**src/rtl/cis_pkg.sv**
```systemverilog
// Shared constants, types and character-class functions for the identifier scanner.
package cis_pkg;

	localparam int unsigned ModeW = 4;

	// Scan mode codes
	localparam logic [ModeW-1:0] MODE_NORMAL   = 4'd0;
	localparam logic [ModeW-1:0] MODE_SLASH    = 4'd1;
	localparam logic [ModeW-1:0] MODE_BLOCK    = 4'd2;
	localparam logic [ModeW-1:0] MODE_BLOCK_ST = 4'd3;
	localparam logic [ModeW-1:0] MODE_LINE     = 4'd4;
	localparam logic [ModeW-1:0] MODE_STR      = 4'd5;
	localparam logic [ModeW-1:0] MODE_STR_ESC  = 4'd6;
	localparam logic [ModeW-1:0] MODE_CHR      = 4'd7;
	localparam logic [ModeW-1:0] MODE_CHR_ESC  = 4'd8;
	localparam logic [ModeW-1:0] MODE_IDENT    = 4'd9;

	// Characters of interest
	localparam logic [7:0] CH_SLASH   = 8'h2F;
	localparam logic [7:0] CH_STAR    = 8'h2A;
	localparam logic [7:0] CH_NL      = 8'h0A;
	localparam logic [7:0] CH_DQUOTE  = 8'h22;
	localparam logic [7:0] CH_SQUOTE  = 8'h27;
	localparam logic [7:0] CH_BSLASH  = 8'h5C;
	localparam logic [7:0] CH_UNDER   = 8'h5F;

	typedef struct packed {
		logic valid;
		logic first;
		logic closed;
	} cis_flags_t;

	function automatic logic is_head(input logic [7:0] c);
		return ((c >= 8'h61) && (c <= 8'h7A)) || ((c >= 8'h41) && (c <= 8'h5A)) ||
			(c == CH_UNDER);
	endfunction

	function automatic logic is_tail(input logic [7:0] c);
		return is_head(c) || ((c >= 8'h30) && (c <= 8'h39));
	endfunction

endpackage

```
**src/rtl/cis_scan.sv**
```systemverilog
// Next-mode and identifier-flag logic for one text byte.
module cis_scan import cis_pkg::*; (
	input  logic [ModeW-1:0] mode,
	input  logic [7:0]       text_byte,
	input  logic             end_of_text,
	output logic [ModeW-1:0] mode_next,
	output cis_flags_t       flags
);

	logic [ModeW-1:0] norm_mode;
	logic             norm_start;
	logic [ModeW-1:0] raw_next;
	logic             starts;
	logic             tail_ok;
	logic             closed_raw;

	// byte taken as plain text
	always_comb begin
		norm_start = 1'b0;
		priority if (is_head(text_byte)) begin
			norm_mode  = MODE_IDENT;
			norm_start = 1'b1;
		end else if (text_byte == CH_SLASH) begin
			norm_mode = MODE_SLASH;
		end else if (text_byte == CH_DQUOTE) begin
			norm_mode = MODE_STR;
		end else if (text_byte == CH_SQUOTE) begin
			norm_mode = MODE_CHR;
		end else begin
			norm_mode = MODE_NORMAL;
		end
	end

	assign tail_ok = is_tail(text_byte);

	always_comb begin
		starts     = 1'b0;
		closed_raw = 1'b0;
		unique case (mode)
			MODE_SLASH: begin
				priority if (text_byte == CH_STAR) raw_next = MODE_BLOCK;
				else if (text_byte == CH_SLASH) raw_next = MODE_LINE;
				else begin
					raw_next = norm_mode;
					starts   = norm_start;
				end
			end
			MODE_BLOCK: raw_next = (text_byte == CH_STAR) ? MODE_BLOCK_ST : MODE_BLOCK;
			MODE_BLOCK_ST: begin
				priority if (text_byte == CH_SLASH) raw_next = MODE_NORMAL;
				else if (text_byte == CH_STAR) raw_next = MODE_BLOCK_ST;
				else raw_next = MODE_BLOCK;
			end
			MODE_LINE: raw_next = (text_byte == CH_NL) ? MODE_NORMAL : MODE_LINE;
			MODE_STR: begin
				priority if (text_byte == CH_BSLASH) raw_next = MODE_STR_ESC;
				else if (text_byte == CH_DQUOTE) raw_next = MODE_NORMAL;
				else raw_next = MODE_STR;
			end
			MODE_STR_ESC: raw_next = MODE_STR;
			MODE_CHR: begin
				priority if (text_byte == CH_BSLASH) raw_next = MODE_CHR_ESC;
				else if (text_byte == CH_SQUOTE) raw_next = MODE_NORMAL;
				else raw_next = MODE_CHR;
			end
			MODE_CHR_ESC: raw_next = MODE_CHR;
			MODE_IDENT: begin
				if (tail_ok) begin
					raw_next = MODE_IDENT;
				end else begin
					closed_raw = 1'b1;
					raw_next   = norm_mode;
					starts     = norm_start;
				end
			end
			default: begin
				// normal text, and unused codes
				raw_next = norm_mode;
				starts   = norm_start;
			end
		endcase
	end

	always_comb begin
		flags.valid  = starts || ((mode == MODE_IDENT) && tail_ok);
		flags.first  = starts;
		flags.closed = closed_raw || (end_of_text && flags.valid);
		mode_next    = end_of_text ? MODE_NORMAL : raw_next;
	end

endmodule

```
**src/rtl/c_source_identifier_scanner.sv**
```systemverilog
// Top level of the C source identifier scanner: input register, mode register, result register.
//
//  channel | handshake           | payload
//  --------+---------------------+---------------------------------------------------
//  in      | in_valid, in_stall  | text_byte[7:0], end_of_text
//  out     | out_valid, out_stall| ident_byte[7:0], ident_valid, ident_first, ident_closed
//
// One word in, one word out. An accepted word passes from input register to result register;
// throughput is one word per cycle while not stalled, set by the single mode register update.
// arst_n clears the valid bits of both stages and returns the scan mode to normal text.
// A stalled result holds; the input register keeps accepting while the result
// register is empty or being drained, so in_stall rises only when both are full.
module c_source_identifier_scanner import cis_pkg::*; (
	input  logic       clk,
	input  logic       arst_n,
	input  logic       in_valid,
	output logic       in_stall,
	input  logic [7:0] text_byte,
	input  logic       end_of_text,
	output logic       out_valid,
	input  logic       out_stall,
	output logic [7:0] ident_byte,
	output logic       ident_valid,
	output logic       ident_first,
	output logic       ident_closed
);

	// stage 1: registered input word
	logic             valid_s1;
	logic [7:0]       byte_s1;
	logic             eot_s1;

	// scan state
	logic [ModeW-1:0] mode_q;
	logic [ModeW-1:0] mode_next;
	cis_flags_t       flags;

	// stage 2: registered result word
	logic             valid_s2;
	logic [7:0]       byte_s2;
	cis_flags_t       flags_s2;

	logic             load_s2;
	logic             load_s1;
	logic             adv_s1;

	// result register takes a word when empty or when its word leaves this cycle
	assign load_s2  = !valid_s2 || !out_stall;
	assign adv_s1   = valid_s1 && load_s2;
	// input register frees up when its word moves on
	assign in_stall = valid_s1 && !load_s2;
	assign load_s1  = in_valid && !in_stall;

	cis_scan u_scan (
		.mode        (mode_q),
		.text_byte   (byte_s1),
		.end_of_text (eot_s1),
		.mode_next   (mode_next),
		.flags       (flags)
	);

	always_ff @(posedge clk or negedge arst_n) begin
		if (!arst_n) begin
			valid_s1 <= 1'b0;
			valid_s2 <= 1'b0;
			mode_q   <= MODE_NORMAL;
		end else begin
			if (load_s1 || adv_s1) valid_s1 <= load_s1;
			if (load_s2) valid_s2 <= valid_s1;
			// mode advances exactly once per word, when it moves to the result stage
			if (adv_s1) mode_q <= mode_next;
		end
	end

	always_ff @(posedge clk) begin
		if (load_s1) begin
			byte_s1 <= text_byte;
			eot_s1  <= end_of_text;
		end
		if (adv_s1) begin
			byte_s2  <= flags.valid ? byte_s1 : 8'h00;
			flags_s2 <= flags;
		end
	end

	assign out_valid    = valid_s2;
	assign ident_byte   = byte_s2;
	assign ident_valid  = flags_s2.valid;
	assign ident_first  = flags_s2.first;
	assign ident_closed = flags_s2.closed;

`ifndef SYNTHESIS
	// a word starting an identifier is itself part of it
	a_first_is_valid: assert property (@(posedge clk) disable iff (!arst_n)
		out_valid && ident_first |-> ident_valid)
		else $error("ident_first without ident_valid");

	// non-identifier words carry a zero byte
	a_byte_zero: assert property (@(posedge clk) disable iff (!arst_n)
		out_valid && !ident_valid |-> ident_byte == 8'h00)
		else $error("ident_byte nonzero outside identifier");

	// the last word of a text returns the scanner to normal text
	a_eot_resets_mode: assert property (@(posedge clk) disable iff (!arst_n)
		adv_s1 && eot_s1 |=> mode_q == MODE_NORMAL)
		else $error("mode not normal after end of text");

	// mode only changes when a word moves to the result stage
	a_mode_hold: assert property (@(posedge clk) disable iff (!arst_n)
		!adv_s1 |=> $stable(mode_q))
		else $error("mode changed without a word");
`endif

endmodule

```
**config.mk**
```make
export PLATFORM = sky130hd
export DESIGN_NAME = c_source_identifier_scanner
export DESIGN_NICKNAME = d
export VERILOG_FILES = /design/src/rtl/cis_pkg.sv /design/src/rtl/cis_scan.sv /design/src/rtl/c_source_identifier_scanner.sv
export SDC_FILE = /design/constraint.sdc
export NUM_CORES = 1
export LEC_CHECK = 0
export ABC_CLOCK_PERIOD_IN_PS = 2300
export BUFFER_PORTS_ARGS = -buffer_cell sky130_fd_sc_hd__buf_2
export CAP_MARGIN = 5
export CORE_ASPECT_RATIO = 1.2
export CORE_UTILIZATION = 31
export CTS_CLUSTER_SIZE = 24
export DETAILED_ROUTE_END_ITERATION = 16
export HOLD_SLACK_MARGIN = 0.06
export SLEW_MARGIN = 15
export SYNTH_ARGS = -nofsm -noshare
export SYNTH_HDL_FRONTEND = slang
export SYNTH_SLANG_ARGS = --single-unit
```
**constraint.sdc**
```tcl
create_clock -name clk -period 2.3 [get_ports clk]
set_input_delay 0 -clock clk [delete_from_list [all_inputs] [get_ports clk]]
set_output_delay 0 -clock clk [all_outputs]
set_load 0.1 [all_outputs]
```
* Word level (Yosys, flattened, before mapping) *
Index checks and enable logic that the tools add are counted.

word-level totals
  bits in registers = 26
  input port bits = 13
  output and inout port bits = 13
  word-level logic and storage cells = 74

operators by class
  order comparisons = 6
  equality and inequality tests = 16
  multiplexer cells = 23
  reduce and logical (&&, ||, !) cells = 20

operator list
  kind                                                                   number
  4-bit two-way mux                                                      10
  4-bit one-hot mux with 9 select lines                                  1
  8-bit by 6-bit equality test with 1-bit output, second input constant  4
  4-bit by 3-bit equality test with 1-bit output, second input constant  4
  8-bit by 7-bit equality test with 1-bit output, second input constant  2
  8-bit by 7-bit >= comparator with 1-bit output, second input constant  2
  8-bit by 7-bit <= comparator with 1-bit output, second input constant  2
  3-bit two-way mux                                                      4
  4-bit by 2-bit equality test with 1-bit output, second input constant  2
  4-bit equality test, second input constant                             2
  8-bit by 4-bit equality test with 1-bit output, second input constant  1
  8-bit by 6-bit >= comparator with 1-bit output, second input constant  1
  8-bit by 6-bit <= comparator with 1-bit output, second input constant  1
  1-bit logical AND                                                      8
  1-bit logical OR                                                       7
  1-bit two-way mux                                                      7
  7-bit OR reduction                                                     1
  4-bit by 1-bit equality test with 1-bit output, second input constant  1
  1-bit logical NOT                                                      4
  1-bit one-hot mux with 3 select lines                                  1

* Logic depth before layout (Yosys ltp) *
Gate-level depths: netlist (run 1).

  depth in word-level cells = 11
  mapped depth = 7
  depth with buffers taken out = 6

* Modules after synthesis *
A second synthesis (run 1) with hierarchy kept.

unflattened totals
  cell total of the unflattened synthesis = 136
  area, all modules = 1500.2 µm²

by module, submodules not included
  module                       instances  cells an instance  area each (µm²)
  c_source_identifier_scanner  1          44                 894.6
  cis_scan                     1          92                 605.6

* Worst setup path before layout (run 1) *
No wires, ideal clock.

  kind = reg-to-reg
  start = register byte_s1[4]
  end = register byte_s2[4], in the netlist ident_byte[4] (data pin)
  arrival = 1887 ps
  required time = 2044 ps
  slack = 157 ps
  stages on the path, launching flop included = 8
  buffers on the path = 2
  period minus slack after synthesis = 2143 ps
  cell sequence = edfxtp_1 buf_6 or4_1 a21oi_1 o21ai_0 and3_1 buf_2 and2_2

RTL lines
  item                    RTL line                           RTL
  from (decl)             c_source_identifier_scanner.sv:30  logic [7:0] byte_s1;
  from (signal assigned)  c_source_identifier_scanner.sv:77  byte_s1 <= text_byte;
  to (signal assigned)    c_source_identifier_scanner.sv:81  byte_s2 <= flags.valid ? byte_s1 : 8'h00;
  to (decl)               c_source_identifier_scanner.sv:40  logic [7:0] byte_s2;

* Worst setup path after layout (run 1) *
  start = register byte_s1[4]
  end = register byte_s2[4], in the netlist ident_byte[4] (data pin)

between the ends
  cells in the longest elaborated chain, start to end = 9
  elaborated cells on any way between the ends = 22

ends and longest elaborated chain
  item                                                                                                              RTL line        RTL
  8-bit by 7-bit >= comparator with 1-bit output or 8-bit by 7-bit <= comparator with 1-bit output (tied branches)  cis_pkg.sv:34   return ((c >= 8'h61) && (c <= 8'h7A)) || ((c >= 8'h41) && (c <= 8'h5A)) ||
  1-bit logical AND                                                                                                 cis_pkg.sv:34
  1-bit logical OR (2 in a row)                                                                                     cis_pkg.sv:34
  1-bit two-way mux                                                                                                 cis_scan.sv:20  priority if (is_head(text_byte)) begin
  1-bit two-way mux                                                                                                 cis_scan.sv:42  else if (text_byte == CH_SLASH) raw_next = MODE_LINE;
  1-bit two-way mux                                                                                                 cis_scan.sv:41  priority if (text_byte == CH_STAR) raw_next = MODE_BLOCK;
  1-bit one-hot mux with 3 select lines                                                                             cis_scan.sv:39  unique case (mode)
  1-bit logical OR                                                                                                  cis_scan.sv:85  flags.valid = starts || ((mode == MODE_IDENT) && tail_ok);

Parallel ways exist; a longest one is shown, timed or not.
A chain may end at the register's enable or synchronous reset.

==> results of run 1 <==
[logic make-up (layout without fill, tap and decap cells)]
family                    after synthesis  in the layout  share of synthesized area [%]
muxes                                   1              1                          0.736
DFF                                    26             26                           49.1
xor gates and xnor gates                1              1                          0.572
AOI/OAI and AO/OA                      42             42                           19.1
buffers and inverters                  17             63                           7.20
other                                   1              1                          0.245
and+or+nand+nor                        54             54                           23.1
[placed cells by master, fill, tap and decap left out, types with 2 or more instances in the layout]
master         instances
nand2_1                7
dfrtp_1                6
buf_2                 25
nor2_1                 7
inv_1                  7
or3_1                  3
dlygate4sd3_1         13
nand4_1                3
nand2b_1               3
o21ai_0               11
edfxtp_1              20
a31oi_1                4
o41ai_1                2
clkbuf_8               3
buf_4                 14
nor3_1                 2
nor4b_1                2
a21oi_1                6
a21o_1                 2
nor4_1                 2
o21a_1                 2
a41oi_1                3
nand3_1                2
and2_2                 2
and2_1                 7
[cells in the mapped netlist (all sizes together), types with 2 or more instances]
cell | n | area share, %
edfxtp | 20 | 39
o41ai | 2 | 1.1
nor2 | 7 | 1.7
nand2 | 7 | 1.7
nor4b | 3 | 2.1
inv | 7 | 1.7
or4b | 2 | 1.6
nor4 | 2 | 0.82
nand3 | 2 | 0.65
o21ai | 12 | 3.9
a31oi | 4 | 1.6
or3 | 3 | 1.2
dfrtp | 6 | 9.8
and2 | 9 | 3.8
a21o | 2 | 0.98
a21oi | 6 | 2.0
nor3 | 2 | 0.65
nand4 | 3 | 1.2
a41oi | 3 | 1.7
buf | 8 | 4.3
clkbuf | 2 | 1.1
nand2b | 3 | 1.2
o21a | 2 | 0.98
[per-layer routing]
| metal | vias up | global-route usage (%) | part of all wire [%] |
|---|---|---|---|
| met1 | 628 | 15.6 | 40 |
| met2 | 47 | 26.6 | 53 |
| met3 | 12 | 1.72 | 3.9 |
| met4 | 0 | 9.79 | 3.9 |
| li1 | 634 | - | - |
| met5 | - | 0 | 0 |
[area by class of cell]
| cell class | count | area (µm²) | share of cell area (%) |
|---|---|---|---|
| clock inverters | 1 | 30.0 | 1.54 |
| inverters | 7 | 26.3 | 1.35 |
| well taps | 58 | 72.6 | 3.72 |
| flip-flops and latches | 26 | 751 | 38.5 |
| repair buffers | 52 | 360 | 18.5 |
| clock buffers | 3 | 41.3 | 2.12 |
| multi-input cells | 99 | 669 | 34.3 |
[critical path: cells and delay by family (launching register included)]
kind	cells	cell delay (ns)
AO/OA/AOI/OAI	2	0.48
AND/OR/NAND/NOR	3	1.02
flip-flops	1	0.44
[per-stage QoR]
stage | worst slack (ns) | util [%] | area, µm² | cells
2_1_floorplan | 0.157 | - | 1530 | 142
3_3_place_gp | 0.174 | 37.5 | 1750 | 229
3_5_place_dp | 0.125 | 37.5 | 1750 | 229
4_1_cts | 0.118 | 41.8 | 1950 | 246
5_1_grt | 0.0384 | 41.8 | 1950 | 246
6_report | 0.114 | 41.8 | 1950 | 246
[report_power, final]
part / internal, µW / total [µW] / switching, µW
sequential: 555 / 585 / 30.0
clock: 233 / 387 / 153
combinational: 169 / 505 / 335
total: 958 / 1480 / 519
[path summary, 6_finish.rpt]
path	slack (ns)	depth (start not counted)	start	end
worst max-delay path	0.11	5	byte_s1[4]	ident_byte[4]
worst min-delay path	0.07	2	arst_n	valid_s1
worst max register to register	0.11	5	byte_s1[4]	ident_byte[4]
worst min register to register	0.51	1	valid_s1	out_valid
max in group asynchronous	2.09	2	arst_n	mode_q[3]
min in group clk	0.42	2	text_byte[3]	byte_s1[3]
==> run metrics, run 1 <==
Static Leak=0.000767 µW; vias in the first global route=1274; Final GP Congestion=0.952; unrepaired setup endpoints after global routing=no; total iterations of the first detailed-routing run=4; Die Wd=66.1 µm; worst hold-check path type=in -> async; Reg clk slew, reported paths=0.10 ns; status=complete, no violations; share of layout cells above drive strength 1=29.3%; critical path endpoint category=flip-flop; crit share post-route=95.0%; initial antenna violation count=0; Netlist cell types=55; hold_buf cts=13; Worst VDD drop=0.000235 V; syn_nets=155; Die Footprint=5220 µm²; post-route setup TNS=0 ns; die height=79.0 µm; maximum clock insertion buffer count=2; Pwr Total=1480 µW; DR vias/cell=5.37; Mapped Cells=142; first-pass GRT wire length=5.84 mm; Synth warnings=0; # rows=27; routed wire length=3.65 mm; Synth Area per Inst=10.8 µm²; CTS tree=built; initial DRC count=77; CTS buffer count=3; fillers=451; Max Cap Viol=0; min cycle time layout=2.19 ns; Synth Cell Area=1530 µm²; I/O Buffers=25; Area Growth Syn to Fin=27.5%; Nets=202; I/O pin count=26; PwrDens=757 nW/µm²; Wirelength per Cell=14.8 µm; Sink Count=26; largest net degree at the start of global routing=16; # H-tree levels=1; diode count=0; critical path's slowest cell=or4_1; max-slew violation count=0; Post-synth EDFFs=20; fmax=457 MHz; initial core utilization=32.8%; Largest stage delay, worst path=0.55 ns; Post-synth top flop=edfxtp_1; clk root buf=clkbuf_8; critical path arrival=2.23 ns; Yosys reg bits=26; Seq/Total Area, Yosys=49.1%; CP required=2.34 ns; final-report setup violation count=0; cts repair resizes=0; Final Hold Viols=0; DRT antenna net count=0; Crit Path Category=reg -> reg; CP max FO=8; Overflow after GRT=0; Synth async-reset ratio=23.1%; gr usage total=14.7%; Clock Skews=0.00682 ns; Min Hold Slack=0.0696 ns; worst-skew pair later-pin latency=0.28 ns; drt drc=0; CP Launch Type=flip-flop; crit path cell chain=or4_1 > a21oi_1 > o21ai_0 > and3_1 > and2_2; core area=4660 µm²; via count=1321; post-CTS setup buffers=0; DP HPWL=2.67 mm
Power figures use the tool's default switching activity.
==> run 2, diff against run 1 <==
==> constraint.sdc (replaced) <==
create_clock -name clk -period 2.3 [get_ports clk]
set_input_delay 0.46 -clock clk [delete_from_list [all_inputs] [get_ports clk]]
set_output_delay 0.46 -clock clk [all_outputs]
set_load 0.1 [all_outputs]
==> run 2 against run 1 <==
  * Critical path depth unchanged
  * Non-clock buffer count down 12
  * Global-route usage down 0.55 points
  * Sequential power about the same
  * Combinational power down 4%
  * Via count down 3.5%
  * Critical path type unchanged
  * Largest power group unchanged
==> run metrics, run 2 (same netlist as run 1, synthesis figures left out) <==
status=complete, no violations (unchanged); I/O pin count=26 (unchanged); Area after DPL=1750 µm² (unchanged); Reg clk slew, reported paths=0.09 ns (was 0.10 ns); Hold Crit Depth=1; Sw Pwr=516 µW (was 519 µW); Crit Path Category=reg -> reg (unchanged); vias in the first global route=1222 (was 1274); Flop pwr share=40.0% (was 39.6%); Clock Skews=0.00114 ns (was 0.00682 ns); post-CTS setup buffers=0 (unchanged); Final WS setup=0.117 ns (was 0.114 ns); gr usage total=14.2% (was 14.7%); clk root buf=clkbuf_8 (unchanged); routed wire length=3.53 mm (was 3.65 mm); CP required=2.34 ns (about the same); total iterations of the first detailed-routing run=4 (unchanged); CP max FO=8 (unchanged); # rows=27 (unchanged); initial core utilization=32.8% (unchanged); via count=1275 (was 1321); share of layout cells above drive strength 1=31.3% (was 29.3%); min cycle time layout=2.18 ns (was 2.19 ns); commonest non-fill, non-tap cell in the layout=buf_2 (unchanged); Clk pwr share=26.6% (was 26.2%); PwrDens=798 nW/µm² (was 757 nW/µm²); Wirelength per Cell=15.1 µm (was 14.8 µm); I/O Buffers=25 (unchanged); first-pass GRT wire length=5.65 mm (was 5.84 mm); # H-tree levels=1 (unchanged); DP HPWL=2.65 mm (was 2.67 mm); largest net degree at the start of global routing=16 (unchanged); Worst VDD drop=0.000346 V (was 0.000235 V); unrepaired setup endpoints after global routing=no (unchanged); CTS buffer count=3 (unchanged); diode count=0 (unchanged); critical path arrival=2.23 ns (about the same); Largest stage delay, worst path=0.54 ns (was 0.55 ns); crit path cell chain=or4_1 > a21oi_1 > o21ai_0 > and3_1 > and2_2 (unchanged); drt drc=0 (unchanged); Sink Count=26 (unchanged); core area=4660 µm² (unchanged); Max Cap Viol=0 (unchanged); cts repair resizes=0 (unchanged); DR vias/cell=5.45 (was 5.37); fmax=458 MHz (was 457 MHz); final non-filler cell total=234 (was 246); Final Hold Viols=0 (unchanged); cell area after layout=1830 µm² (was 1950 µm²); initial antenna violation count=0 (unchanged); Die Wd=66.1 µm (unchanged); commonest non-fill, non-tap cells in the layout=buf_2, edfxtp_1, buf_4 (unchanged); worst-skew pair later-pin latency=0.27 ns (was 0.28 ns); max-slew violation count=0 (unchanged); Combinational Power Share=33.4% (was 34.2%); final-report setup violation count=0 (unchanged); crit share post-route=94.9% (was 95.0%); maximum clock insertion buffer count=2 (unchanged); critical path endpoint category=flip-flop (unchanged); Overflow after GRT=0 (unchanged); R2R depth=5 (unchanged); Placed Cells=229 (unchanged); pre-CTS WS=0.143 ns (was 0.125 ns); die height=79.0 µm (unchanged); Int Power=944 µW (was 958 µW); Nets=190 (was 202); post-route setup TNS=0 ns (unchanged); Area Growth Syn to Fin=19.6% (was 27.5%); initial DRC count=78 (was 77); fillers=465 (was 451); Sw Share=35.4% (was 35.1%); Die Footprint=5220 µm² (unchanged); Static Leak=0.000718 µW (was 0.000767 µW); DRT antenna net count=0 (unchanged); worst hold-check path type=in -> reg (was in -> async); CTS tree=built (unchanged); CP Launch Type=flip-flop (unchanged); critical path's slowest cell=or4_1 (unchanged); Final GP Congestion=0.950 (was 0.952)
[run 2: cell types whose count changed in the layout (fill, tap and decap cells not counted), sizes merged]
cell	change
dlygate4sd3	-12
[run 2: area by class of cell]
type                    count  area [µm²]  area share [%]
flip-flops and latches     26         751            41.0
multi-input cells          99         669            36.6
repair buffers             40         240            13.1
well taps                  58        72.6            3.96
clock buffers               3        41.3            2.26
clock inverters             1        30.0            1.64
inverters                   7        26.3            1.44
[run 2: timing repair]
| item | 4_1_cts | 5_1_grt |
|---|---|---|
| hold endpoints to repair | 6 | 0 |
| endpoints found under the setup margin | 0 | 0 |
| hold buffers | 1 | 0 |
[run 2: path summary, 6_finish.rpt]
kind                              startpoint            end  slack (ns)
max in group asynchronous             arst_n      mode_q[2]        1.63
min in group asynchronous             arst_n      mode_q[3]        0.53
worst max-delay path              byte_s1[4]  ident_byte[4]        0.12
worst max register to register    byte_s1[4]  ident_byte[4]        0.12
worst min register to register      valid_s1      out_valid        0.51
worst min-delay path            text_byte[2]     byte_s1[2]        0.35
[run 2: through the flow]
| stage | power [µW] | util [%] | hold slack [ns] |
|---|---|---|---|
| floorplan | 963 | - | 0.164 |
| global placement | 1070 | 37.5 | 0.288 |
| detailed placement | 1070 | 37.5 | 0.295 |
| CTS | 1460 | 39.3 | 0.350 |
| global route | 1520 | 39.3 | 0.342 |
| finish | 1460 | 39.3 | 0.352 |
[run 2: power by group through the flow]
stage / combinational [µW] / clock (µW) / sequential (µW)
after detailed placement: 477 / 0 / 595
after global placement: 477 / 0 / 593
after CTS: 480 / 392 / 585
after global routing: 517 / 406 / 593
final: 487 / 388 / 585
after floorplan: 254 / 0 / 709
[run 2: worst max-delay path: cells and delay by family, from the launching register on]
| kind | cells | cell delay, ns |
|---|---|---|
| AO/OA/AOI/OAI | 2 | 0.49 |
| AND/OR/NAND/NOR | 3 | 1.01 |
| flip-flops | 1 | 0.45 |
[run 2: routing by layer]
layer	global-route usage [%]	vias up	part of all wire, %
li1	-	610	-
met1	16.6	588	40
met2	24.1	63	50
met3	1.72	14	5.8
met4	8.94	0	4.3
met5	0	-	0
==> run 3, diff against run 2 <==
- CORE_UTILIZATION: 31 -> 50
- PLACE_DENSITY: default -> 0.72
==> run 3 against run 2 <==
  * Maximum frequency fell by 1.8%
  * Final area fell by 3.1%
  * Utilization rose by 23 points
  * Non-clock buffer count did not move
  * Die area fell by 37%
  * Final cell count fell by 10%
  * Clock skew rose by 0.0048 ns
  * Clock power fell by 48%
  * Combinational power fell by 4%
  * Total power fell by 13%
  * Critical path depth did not move
  * Sequential share of layout area rose by 1.3 points
  * Largest cell class unchanged
  * Highest routed layer unchanged
==> run metrics, run 3 (same netlist as run 1, synthesis figures left out) <==
status=complete, no violations (unchanged); crit share post-route=96.7% (was 94.9%); worst hold-check path type=in -> reg (unchanged); worst-skew pair later-pin latency=0.33 ns (was 0.27 ns); # H-tree levels=1 (unchanged); I/O Buffers=25 (unchanged); I/O pin count=26 (unchanged); die height=62.6 µm (was 79.0 µm); Static Leak=0.000703 µW (was 0.000718 µW); post-layout util=62.5% (was 39.3%); pre-CTS WS=0.0656 ns (was 0.143 ns); commonest non-fill, non-tap cells in the layout=buf_2, edfxtp_1, buf_4 (unchanged); initial core utilization=53.9% (was 32.8%); final-report setup violation count=0 (unchanged); Reg clk slew, reported paths=0.14 ns (was 0.09 ns); Sink Count=26 (unchanged); Area Growth Syn to Fin=15.9% (was 19.6%); critical path arrival=2.44 ns (was 2.23 ns); R2R depth=5 (unchanged); DR vias/cell=6.26 (was 5.45); PwrDens=714 nW/µm² (was 798 nW/µm²); Clock Skews=0.00592 ns (was 0.00114 ns); Final GP Congestion=0.944 (was 0.950); CP Launch Type=flip-flop (unchanged); DRT antenna net count=0 (unchanged); critical path endpoint category=flip-flop (unchanged); unrepaired setup endpoints after global routing=yes (was no); initial antenna violation count=0 (unchanged); share of layout cells above drive strength 1=32.4% (was 31.3%); CP required=2.51 ns (was 2.34 ns); core area=2840 µm² (was 4660 µm²); CTS tree=built (unchanged); via count=1314 (was 1275); fmax=450 MHz (was 458 MHz); Hold Path Sink=byte_s1[7] (was byte_s1[2]); Overflow after GRT=0 (unchanged); clk root buf=clkbuf_4 (was clkbuf_8); commonest non-fill, non-tap cell in the layout=buf_2 (unchanged); Hold Crit Depth=1 (unchanged); r2r endpoint=mode_q[0] (was ident_byte[4]); Worst R2R Setup Slack=0.08 ns (was 0.12 ns); CP max FO=7 (was 8); Worst R2R Start=byte_s1[4] (unchanged); Nets=190 (unchanged); largest net degree at the start of global routing=16 (unchanged); CTS buffer count=3 (unchanged); Final WS setup=0.0768 ns (was 0.117 ns); first-pass GRT wire length=5.34 mm (was 5.65 mm); Worst Max-Slew Pin Slew=0.498 ns; Worst VDD drop=0.000463 V (was 0.000346 V); maximum clock insertion buffer count=2 (unchanged); Relative slew margins=66.4%; Die Footprint=3290 µm² (was 5220 µm²); total iterations of the first detailed-routing run=4 (unchanged); Crit Path Category=reg -> reg (unchanged); diode count=0 (unchanged); Final Hold Viols=0 (unchanged); min cycle time layout=2.22 ns (was 2.18 ns); routed wire length=3.34 mm (was 3.53 mm); initial DRC count=71 (was 78); vias in the first global route=1248 (was 1222); Max Cap Viol=0 (unchanged); DP HPWL=2.45 mm (was 2.65 mm); max-slew violation count=0 (unchanged); hold path startpoint=text_byte[7] (was text_byte[2]); # rows=21 (was 27); Wirelength per Cell=15.9 µm (was 15.1 µm); drt drc=0 (unchanged); gr usage total=21.9% (was 14.2%); Die Wd=52.5 µm (was 66.1 µm)
[run 3: how the worst max path moves through the flow]
| stage | from | to | slack, ns | cells after the start |
|---|---|---|---|---|
| finish | byte_s1[4] | mode_q[0] | 0.08 | 5 |
| global route | byte_s1[4] | mode_q[0] | -0.007 | 5 |
| CTS | byte_s1[4] | ident_byte[4] | 0.02 | 5 |
| detailed placement | byte_s1[4] | ident_byte[4] | 0.07 | 5 |
| global placement | byte_s1[4] | mode_q[0] | 0.14 | 5 |
| floorplan | out_valid | in_stall | 0.07 | 2 |
[run 3: metal layers]
metal	vias up	part of all wire (%)	GRT usage, %	wire [µm]
met5	-	0	0	0
met4	0	3.5	12.5	118
li1	614	-	-	-
met1	624	40	24.7	1340
met3	16	5.2	5.11	173
met2	60	51	36.4	1710
[run 3: area by class of cell]
cell class | count | area (µm²)
Fill cell | 242 | 1060
Sequential cell | 26 | 751
Multi-Input combinational cell | 99 | 688
Timing Repair Buffer | 40 | 240
Tap cell | 34 | 42.5
Inverter | 7 | 26.3
Clock buffer | 3 | 22.5
Clock inverter | 1 | 3.75
[run 3: power breakdown]
part	internal [µW]	leakage [µW]	switching, µW
combinational	151	0.000419	318
clock	63.7	0.0000154	139
sequential	555	0.000268	40.0
total	770	0.000703	496
[run 3: critical path, stage by stage (launching register included)]
cell	delay, ns
edfxtp_1	0.54
or4b_4	0.60
or3_4	0.36
o2111a_1	0.28
a2111oi_2	0.21
a21oi_1	0.13
[run 3: timing repair]
item | 4_1_cts | 5_1_grt
hold buffers | 1 | 0
hold endpoints to repair | 6 | 0
setup endpoints to repair | 0 | 9
resized for setup | 0 | 5
buffers inserted | 0 | 2
[run 3: stage by stage]
stage / setup TNS [ns] / hold slack [ns] / power (µW) / instances / cell area (µm²)
detailed placement: 0 / 0.292 / 1060 / 203 / 1700
global route: -0.00763 / 0.272 / 1330 / 210 / 1770
floorplan: 0 / 0.164 / 963 / 142 / 1530
CTS: 0 / 0.292 / 1250 / 208 / 1740
finish: 0 / 0.295 / 1270 / 210 / 1770
global placement: 0 / 0.290 / 1050 / 203 / 1700
